<file path="src/rtl/core/clsr_pkg.sv">
// constants and modular helper functions for the combined congruential generator
package clsr_pkg;

  localparam int unsigned GEN_W  = 31;
  localparam int unsigned MUL_W  = 16;
  localparam int unsigned PROD_W = GEN_W + MUL_W;

  localparam logic [GEN_W-1:0] MOD1 = 31'd2147483563;
  localparam logic [GEN_W-1:0] MOD2 = 31'd2147483399;
  localparam logic [MUL_W-1:0] MUL1 = 16'd40014;
  localparam logic [MUL_W-1:0] MUL2 = 16'd40692;

  // 2^31 mod MODx, used to fold the high part of a product
  localparam logic [7:0] FOLD1 = 8'd85;
  localparam logic [7:0] FOLD2 = 8'd249;

  localparam logic [GEN_W-1:0] OUT_MAX     = 31'd2147483562;
  localparam logic [GEN_W-1:0] GEN1_RESET  = 31'd1;
  localparam logic [GEN_W-1:0] GEN2_RESET  = 31'd123456789;

  typedef logic [GEN_W-1:0]  gen_t;
  typedef logic [PROD_W-1:0] prod_t;
  typedef logic [GEN_W:0]    fold_t;

  // hi * 2^31 + lo  ==  hi * k + lo  (mod 2^31 - k); result below twice the modulus
  function automatic fold_t mod_fold(input prod_t p, input logic [7:0] k);
    logic [MUL_W+7:0] hi_k;
    hi_k = p[PROD_W-1:GEN_W] * k;
    return {1'b0, p[GEN_W-1:0]} + (GEN_W+1)'(hi_k);
  endfunction

  // one conditional subtract finishes the reduction
  function automatic gen_t mod_fix(input fold_t v, input gen_t m);
    fold_t d;
    d = v - {1'b0, m};
    return (v >= {1'b0, m}) ? d[GEN_W-1:0] : v[GEN_W-1:0];
  endfunction

endpackage

</file>
<file path="src/rtl/core/combined_lcg_shuffle_rng.sv">
// combined two-generator congruential random source with a shuffle table
//
// usage:
//   input channel (in_valid / in_stall) carries one transaction per request:
//   mode = 0 asks for the next number, mode = 1 reseeds from seed_value
//   (zero counts as one) and then draws. every input transaction gives
//   exactly one output transaction on (out_valid / out_stall, random_value).
// timing:
//   a new request is taken only after the previous one has loaded the
//   result register and the block is back in idle. the chain is slot
//   compute (reciprocal multiply then correction), table read (registered
//   memory) and combine, with both generators advancing alongside
//   through a multiply / fold / reduce pipeline. a reseed first runs
//   TABLE_SIZE + 8 warm-up steps, each the same three-stage modular
//   multiply; the last TABLE_SIZE steps each write one table entry.
// reset: input stalls; generators go to 1 and 123456789, the last output to 0
//   and every table entry reads as zero until written.
// stall: the result waits in the output register; the next transaction is
//   still taken and worked on up to the final combine step, which waits
//   until the output register is free.
module combined_lcg_shuffle_rng
  import clsr_pkg::*;
#(
  parameter int TABLE_SIZE = 32
) (
  input  logic        clk,
  input  logic        rst,
  input  logic        in_valid,
  output logic        in_stall,
  input  logic        mode,
  input  logic [30:0] seed_value,
  output logic        out_valid,
  input  logic        out_stall,
  output logic [30:0] random_value
);

  localparam int IDX_W = (TABLE_SIZE > 1) ? $clog2(TABLE_SIZE) : 1;
  localparam int CNT_W = $clog2(TABLE_SIZE + 8);
  localparam int QW    = IDX_W + 2;
  localparam int RW    = QW + 1;
  localparam longint unsigned SLOT_DIV_L = 64'd1 + 64'd2147483562 / TABLE_SIZE;
  localparam logic [GEN_W-1:0] SLOT_DIV   = GEN_W'(SLOT_DIV_L);
  // floor(2^32 / SLOT_DIV), an under-estimate of the quotient fixed by one step
  localparam logic [RW-1:0]    SLOT_RECIP = RW'((64'd1 << 32) / SLOT_DIV_L);

  typedef enum logic [2:0] {
    ST_IDLE,
    ST_WARM_MUL,
    ST_WARM_FOLD,
    ST_WARM_RED,
    ST_DRAW_MUL,
    ST_DRAW_FOLD,
    ST_DRAW_RED,
    ST_DRAW_OUT
  } state_t;

  state_t state;

  gen_t first_gen;
  gen_t second_gen;
  gen_t last_output;
  prod_t prod1;
  prod_t prod2;
  fold_t fold1;
  fold_t fold2;
  logic [CNT_W-1:0] cnt;
  logic [QW-1:0] slot_q0;
  logic [IDX_W-1:0] slot_q;
  logic [TABLE_SIZE-1:0] entry_valid;

  // shuffle table storage
  gen_t table_mem [TABLE_SIZE];
  gen_t rd_data;
  logic mem_we;
  logic [IDX_W-1:0] mem_waddr;
  gen_t mem_wdata;

  gen_t red1;
  gen_t red2;
  gen_t seed_eff;
  logic out_free;
  logic [32+QW-1:0] slot_prod;
  logic [GEN_W+QW-1:0] q_times_div;
  logic [GEN_W+QW-1:0] slot_rem;
  logic [QW-1:0] q_fixed;
  logic [QW-1:0] q_clamped;
  gen_t entry;
  logic [GEN_W:0] out_sum;
  gen_t out_value;

  assign in_stall = rst || (state != ST_IDLE);
  assign out_free = !out_valid || !out_stall;
  assign seed_eff = (seed_value == '0) ? GEN1_RESET : seed_value;

  assign red1 = mod_fix(fold1, MOD1);
  assign red2 = mod_fix(fold2, MOD2);

  // slot = last_output / SLOT_DIV: reciprocal estimate, then a single correction
  assign slot_prod   = (32 + QW)'(last_output) * (32 + QW)'(SLOT_RECIP);
  assign q_times_div = (GEN_W + QW)'(slot_q0) * (GEN_W + QW)'(SLOT_DIV);
  assign slot_rem    = (GEN_W + QW)'(last_output) - q_times_div;
  assign q_fixed     = (slot_rem >= (GEN_W + QW)'(SLOT_DIV)) ? slot_q0 + 1'b1 : slot_q0;
  assign q_clamped   = (q_fixed >= QW'(TABLE_SIZE)) ? QW'(TABLE_SIZE - 1) : q_fixed;

  // entries never written read as zero
  assign entry     = entry_valid[slot_q] ? rd_data : '0;
  assign out_sum   = {1'b0, entry} + ((entry > second_gen) ? '0 : {1'b0, OUT_MAX})
                     - {1'b0, second_gen};
  assign out_value = out_sum[GEN_W-1:0];

  // table write port: warm-up fill or the slot update of a draw
  always_comb begin
    mem_we    = 1'b0;
    mem_waddr = slot_q;
    mem_wdata = first_gen;
    if (state == ST_WARM_RED && cnt < CNT_W'(TABLE_SIZE)) begin
      mem_we    = 1'b1;
      mem_waddr = cnt[IDX_W-1:0];
      mem_wdata = red1;
    end else if (state == ST_DRAW_OUT && out_free) begin
      mem_we = 1'b1;
    end
  end

  always_ff @(posedge clk) begin
    if (mem_we) begin
      table_mem[mem_waddr] <= mem_wdata;
    end
    rd_data <= table_mem[slot_q];
  end

  always_ff @(posedge clk) begin
    if (rst) begin
      state        <= ST_IDLE;
      out_valid    <= 1'b0;
      first_gen    <= GEN1_RESET;
      second_gen   <= GEN2_RESET;
      last_output  <= '0;
      entry_valid  <= '0;
    end else begin
      // a finishing draw reloads the output register in the same cycle
      if (out_valid && !out_stall && state != ST_DRAW_OUT) begin
        out_valid <= 1'b0;
      end
      unique case (state)
        ST_IDLE: begin
          if (in_valid) begin
            if (mode) begin
              first_gen  <= seed_eff;
              second_gen <= seed_eff;
              cnt        <= CNT_W'(TABLE_SIZE + 7);
              state      <= ST_WARM_MUL;
            end else begin
              state <= ST_DRAW_MUL;
            end
          end
        end
        ST_WARM_MUL: begin
          prod1 <= first_gen * MUL1;
          state <= ST_WARM_FOLD;
        end
        ST_WARM_FOLD: begin
          fold1 <= mod_fold(prod1, FOLD1);
          state <= ST_WARM_RED;
        end
        ST_WARM_RED: begin
          first_gen <= red1;
          if (cnt < CNT_W'(TABLE_SIZE)) begin
            entry_valid[cnt[IDX_W-1:0]] <= 1'b1;
          end
          if (cnt == '0) begin
            last_output <= red1;
            state       <= ST_DRAW_MUL;
          end else begin
            cnt   <= cnt - 1'b1;
            state <= ST_WARM_MUL;
          end
        end
        ST_DRAW_MUL: begin
          prod1   <= first_gen * MUL1;
          prod2   <= second_gen * MUL2;
          slot_q0 <= slot_prod[32 +: QW];
          state   <= ST_DRAW_FOLD;
        end
        ST_DRAW_FOLD: begin
          fold1  <= mod_fold(prod1, FOLD1);
          fold2  <= mod_fold(prod2, FOLD2);
          slot_q <= q_clamped[IDX_W-1:0];
          state  <= ST_DRAW_RED;
        end
        ST_DRAW_RED: begin
          // table read of slot_q is in flight this cycle
          first_gen  <= red1;
          second_gen <= red2;
          state      <= ST_DRAW_OUT;
        end
        ST_DRAW_OUT: begin
          if (out_free) begin
            entry_valid[slot_q] <= 1'b1;
            last_output         <= out_value;
            random_value        <= out_value;
            out_valid           <= 1'b1;
            state               <= ST_IDLE;
          end
        end
        default: begin
          state <= ST_IDLE;
        end
      endcase
    end
  end

`ifndef SYNTH
  // every delivered number lies in 1..OUT_MAX
  a_out_range: assert property (@(posedge clk) disable iff (rst)
    out_valid |-> (random_value != '0) && (random_value <= OUT_MAX))
    else $error("random_value out of range");

  // first generator is always fully reduced when a draw starts
  a_gen1_reduced: assert property (@(posedge clk) disable iff (rst)
    (state == ST_DRAW_MUL) |-> (first_gen < MOD1))
    else $error("first generator not reduced at draw start");

  // the corrected quotient always names a real table slot
  a_slot_range: assert property (@(posedge clk) disable iff (rst)
    (state == ST_DRAW_FOLD) |=> (slot_q < TABLE_SIZE))
    else $error("shuffle slot beyond table");
`endif

endmodule

</file>
<file path="config.mk">
export PLATFORM = sky130hd
export DESIGN_NAME = combined_lcg_shuffle_rng
export DESIGN_NICKNAME = d
export VERILOG_FILES = /design/src/rtl/core/clsr_pkg.sv /design/src/rtl/core/combined_lcg_shuffle_rng.sv
export SDC_FILE = /design/constraint.sdc
export NUM_CORES = 2
export LEC_CHECK = 0
export BUFFER_PORTS_ARGS = -buffer_cell sky130_fd_sc_hd__buf_2
export CORE_MARGIN = 4
export CORE_UTILIZATION = 40
export CTS_CLUSTER_SIZE = 24
export DETAILED_ROUTE_END_ITERATION = 10
export PLACE_DENSITY_LB_ADDON = 0.15
export SLEW_MARGIN = 0
export SYNTH_ARGS = -nofsm -noshare
export SYNTH_HDL_FRONTEND = slang
export SYNTH_SLANG_ARGS = --single-unit
</file>
<file path="constraint.sdc">
create_clock -name clk -period 19.7 [get_ports clk]
set_input_delay 3.94 -clock clk [delete_from_list [all_inputs] [get_ports clk]]
set_output_delay 3.94 -clock clk [all_outputs]
set_load 0.01 [all_outputs]
</file>
# Yosys cells after proc, flatten, opt, wreduce, memory -nomap -nowiden
# Memories as Yosys holds them, arrays and structs flattened. A register that Yosys moved wholly into a read port is not among the register bits.
# Cells that the tools add are included.
[totals]
ram_bits = 992
out_inout_bits = 33
memories = 1
input_bits = 36
register_bits = 331
[memory_table]
columns = ["name", "depth", "word_bits", "rd", "rd_ports_with_merged_regs", "wr", "line_no", "source"]
rows = [
  ["table_mem", 32, 31, 1, 1, 1, "combined_lcg_shuffle_rng.sv:72", "gen_t table_mem [TABLE_SIZE];"],
]
[classes]
order_cmp = 10
mux = 40
add_sub_neg = 9
eq_ne = 14
mul = 5
bitwise = 3
n_reduce_logical = 32
[ops]
columns = ["op", "count"]
rows = [
  ["$mux W31", 10],
  ["$pmux W31 S2", 3],
  ["$ge A32 B31 Y1 const B", 2],
  ["$mux W32", 2],
  ["$or A32 B32 Y32", 2],
  ["$pmux W32 S2", 1],
  ["$sub A31 B31 Y31 const B", 2],
  ["$mul A31 B15 Y46 const B", 1],
  ["$mul A31 B14 Y45 const B", 1],
  ["$ge A38 B26 Y1 const B", 1],
  ["$add A31 B23 Y32", 1],
  ["$add A31 B24 Y32", 1],
  ["$sub A31 B31 Y32", 1],
  ["$add A31 B31 Y31", 1],
  ["$gt A31 B31 Y1", 1],
  ["$logic_not A31 Y1", 1],
  ["$sub A31 B31 Y31", 1],
  ["$mul A5 B25 Y30 const B", 1],
  ["$mul A16 B8 Y24 const B", 1],
  ["$mux W6", 4],
  ["$pmux W3 S8", 1],
  ["$mul A16 B7 Y23 const B", 1],
  ["$reduce_and A3 Y1", 5],
  ["$eq A3 B3 Y1 const B", 4],
  ["28 further kinds", 64],
]

# Depth between registers and ports, before layout
[depth]
word_depth = 9
ltp_mapped = 30
ltp_nobuf = 27

# Least setup slack after synthesis
# No wires, ideal clock.
[synth_timing]
kind = "input -> output"
start = "input rst"
end = "output in_stall"
t_arrival_ps = 4637
path_slack_ps = 11123
t_required_ps = 15760
path_stages = 3
cell_sequence = "clkbuf_1 clkbuf_1 nand2b_1"
[synth_between]
elab_chain_len = 1
[synth_rtl]
columns = ["element", "line_no", "source"]
rows = [
  ["start, declared", "combined_lcg_shuffle_rng.sv:27", "input logic rst,"],
  ["$logic_or A1 B1 Y1", "combined_lcg_shuffle_rng.sv:91", "assign in_stall = rst || (state != ST_IDLE);"],
  ["end, declared", "combined_lcg_shuffle_rng.sv:29", "output logic in_stall,"],
]
# No other way between the ends.

# Worst setup path in the final report
# Same ends and word-level chain as after synthesis.

==> results list <==
- Unrepaired setup endpoints after global routing: false
* Min-Delay Path Depth: 2
- Clk_lat worst skew: around 790 ps
* Sum of negative setup slack: 0 ps
- CP Cell Sequence: buf_4, nand2b_1, buf_2
- Post-synthesis instance area: approximately 0.078 sq mm
* Least-Margin Pin Slew: around 1300 ps
- In the synthesized netlist, the number of instances is ~5700.
* Placeable core region: slightly below 0.2 sq mm
* Outcome: finished clean
* Die Ht: roughly 450 um
- Post-CTS Setup Inserts: 0
* Max cap viols: 0
- Total CTS buffers: about 150
* Initial antenna violation count: 13
* Number of warnings issued by yosys: 0
- Final net count: just under 7000
- Setup slack on the worst reg-to-reg path comes out at 11240 ps.
* Delay-heaviest family, CP: buffers and inverters
- Before antenna repair, the detailed router went through 5 iterations.
- For this run, design rule violations remaining after detail routing come to 0.
- After floorplanning, the core was divided into around 160 placement rows.
- Synthesized netlist net count: around 6800
- Share of cells above drive strength 1: between 10 and 15%
- Hold repair after CTS inserted 0 buffers.
- Number of max-slew violations in the final report: 0
- Highest clock rate: 0.1091 GHz
* CTS tree: yes
- Post-synthesis sequential element count: about 1400
- The path with the worst hold slack has its endpoint at entry_valid[4].
- Dividing the detail-routed wire length by the instance count gives between 20 and 30 um.
* Pre-CTS WS: around 11000 ps
- In this run the worst path has a maximum fanout of 62.
- For this run, the total global-route usage over all layers was measured as a little under a quarter.
- The first routing iteration left 4540 violations.
* Worst path max stage delay: between 500 and 600 ps
- Total number of vias: 48346
- Most used DFF post-synth: edfxtp_1
* Total Die Area: about 0.20 sq mm
- Sequential elements use approximately half of the synthesized area.
- On the critical path, the stage with the largest delay is an instance of buf_4.
* Residual antenna-violating net count after detailed routing: 0
* Post-Layout Cell Count: ~8600
- Gp weighted congestion: roughly 0.9
- Critical Path Sink Type: output port
- Counting every sink on the clock net gives around 1400.
* Total global routing overflow: 0
- In this run the tightest slew margin relative to its limit is about 12%.
* Count of flip-flops with a built-in enable after synthesis: ~1200
* Capture instance of the worst register-to-register path: last_output[30]
- The worst register-to-register path has a depth of 26.
- Data required time at the worst endpoint: 15760 ps
- Count of H-tree levels built during CTS: 4
- Synthesized area per cell: about 14 sq um
- The first global-routing pass estimated roughly 340000 um of wire.
- Clock-pin slew was measured on the worst setup and hold paths at roughly 60 ps.
- Period minus WS final: about 9200 ps
- Vias in the first global route: just under 50000
- Entering global routing, the biggest net connects between 100 and 150 pins.
- Final Util: about 45%
* Post-synth ARST share: 0%
* Worst setup slack after layout: 10530 ps
- Type of element launching the critical path: input pin
- Count of endpoints failing setup in the final report: 0
- The number of gates resized after CTS was 0.
- The number of placed instances, taps included, is slightly above 8000.
* Setup skew after layout: 42.54 ps
- The final-report hold violation count came to 0.
- The area growth from synthesis to layout is 11.52%.
- Data arrives at the worst endpoint at between 5000 and 6000 ps.
- Beginning of the worst register-to-register path: slot_q[0]
* Initial standard-cell utilization of the core: approximately two fifths
- In this run the deepest clock path goes through 3 buffers.
- Post-synthesis cell type count: just under 90
- Worst path buffer plus inverter count: 2
* # fillers: about 18000
- Half-perimeter wire length after detailed placement: around 160000 um
- Avg Vias per Cell: 5.631
* Min-delay worst type: reg -> reg
* Final period util: a little under half
* Library cell used as clock root buffer: clkbuf_16
* Class of the most critical setup path: in -> out
- Count of pins on the block boundary: between 60 and 70
* Total wire length: between 200000 and 250000 um
* Startpoint of the tightest hold check path: entry_valid[4]
* Die extent in x: roughly 450 um
* Count of port buffers added during placement: 68
==> synth_stat cells (38+ instances only) <==
library cell	instances	area [sq um]
xnor2_1	150	1314
o21ai_0	158	790.8
and3_1	43	269.0
xor2_1	75	656.9
inv_1	594	2230
o211ai_1	38	285.3
a211oi_1	61	457.9
nand2_1	268	1006
nand4_1	67	419.2
fa_1	491	9829
a22oi_1	133	998.5
ha_1	570	7132
and2_1	52	325.3
edfxtp_1	1194	35850
dfxtp_1	159	3183
nor3_1	48	240.2
mux4_2	256	5766
nor2_1	288	1081
a21oi_1	274	1371
clkbuf_1	141	529.3
a21o_1	101	758.2
nand2b_1	44	275.3
nand3_1	67	335.3
==> per-layer routing <==
layer,wire [um],part of all wire (%),global-route usage [%]
met3,12410,5.3,2.887
met1,101200,43,32.01
met4,6787,2.9,6.216
met5,12,0.0051,0
met2,112700,48,37.79
==> state kept, by name, indices dropped and copies added (netlist names) <==
name,count
state,3
entry_valid,32
out_valid,1
last_output,30
prod2,45
slot_q0,5
random_value,31
prod1,46
slot_q,5
first_gen,31
table_mem,992
fold1,32
rd_data,31
cnt,6
fold2,32
second_gen,31
==> kinds of logic after synthesis <==
group           share of synthesized area [%]
flops                                   49.79
fa+ha+maj                               21.63
xor+xnor                                2.513
mux                                     7.564
buf+inv                                 3.769
simple gates                            6.127
compound gates                          8.602
==> tightest hold or removal path, stage by stage, from the launching register on <==
cell,delay [ps]
dfxtp_1,320
a21oi_1,40
nor2_1,70
==> worst max path at each step <==
stage / from / to / cells past startpoint
2_1_floorplan: rst / in_stall / 3
3_3_place_gp: rst / in_stall / 3
3_5_place_dp: rst / in_stall / 3
4_1_cts: rst / in_stall / 3
5_1_grt: rst / in_stall / 3
6_report: rst / in_stall / 3
==> cell usage in the layout (no fill, tap or decap), types with 75 or more instances in the layout <==
cell type / count
a21o_1: 101
xor2_1: 75
nand2_1: 266
inv_1: 594
a21oi_1: 272
dfxtp_1: 159
fa_1: 491
buf_4: 99
clkbuf_16: 151
a22oi_1: 133
mux4_2: 256
nor2_1: 246
edfxtp_1: 1194
xnor2_1: 150
o21ai_0: 127
ha_1: 570
==> cell type report <==
cell class | instances | area [sq um] | area share (%)
sequential | 1353 | 39040 | 44.65
multi-input combinational | 3578 | 36900 | 42.20
clock buffer | 194 | 4050 | 4.632
tap | 2624 | 3283 | 3.755
inverter | 594 | 2230 | 2.550
timing repair buffer | 168 | 1119 | 1.279
clock inverter | 70 | 804.5 | 0.9201
antenna | 5 | 12.51 | 0.01431
==> through the flow <==
step / cell area [sq um] / hold slack (ps)
3_3_place_gp: 82570 / 445.0
5_1_grt: 87430 / 489.0
6_report: 87440 / 468.8
2_1_floorplan: 78400 / 428.6
3_5_place_dp: 82570 / 456.9
4_1_cts: 87420 / 469.8
Power is not shown: default switching activity piles up to over one toggle a cycle in this logic, so the estimate is an artifact.
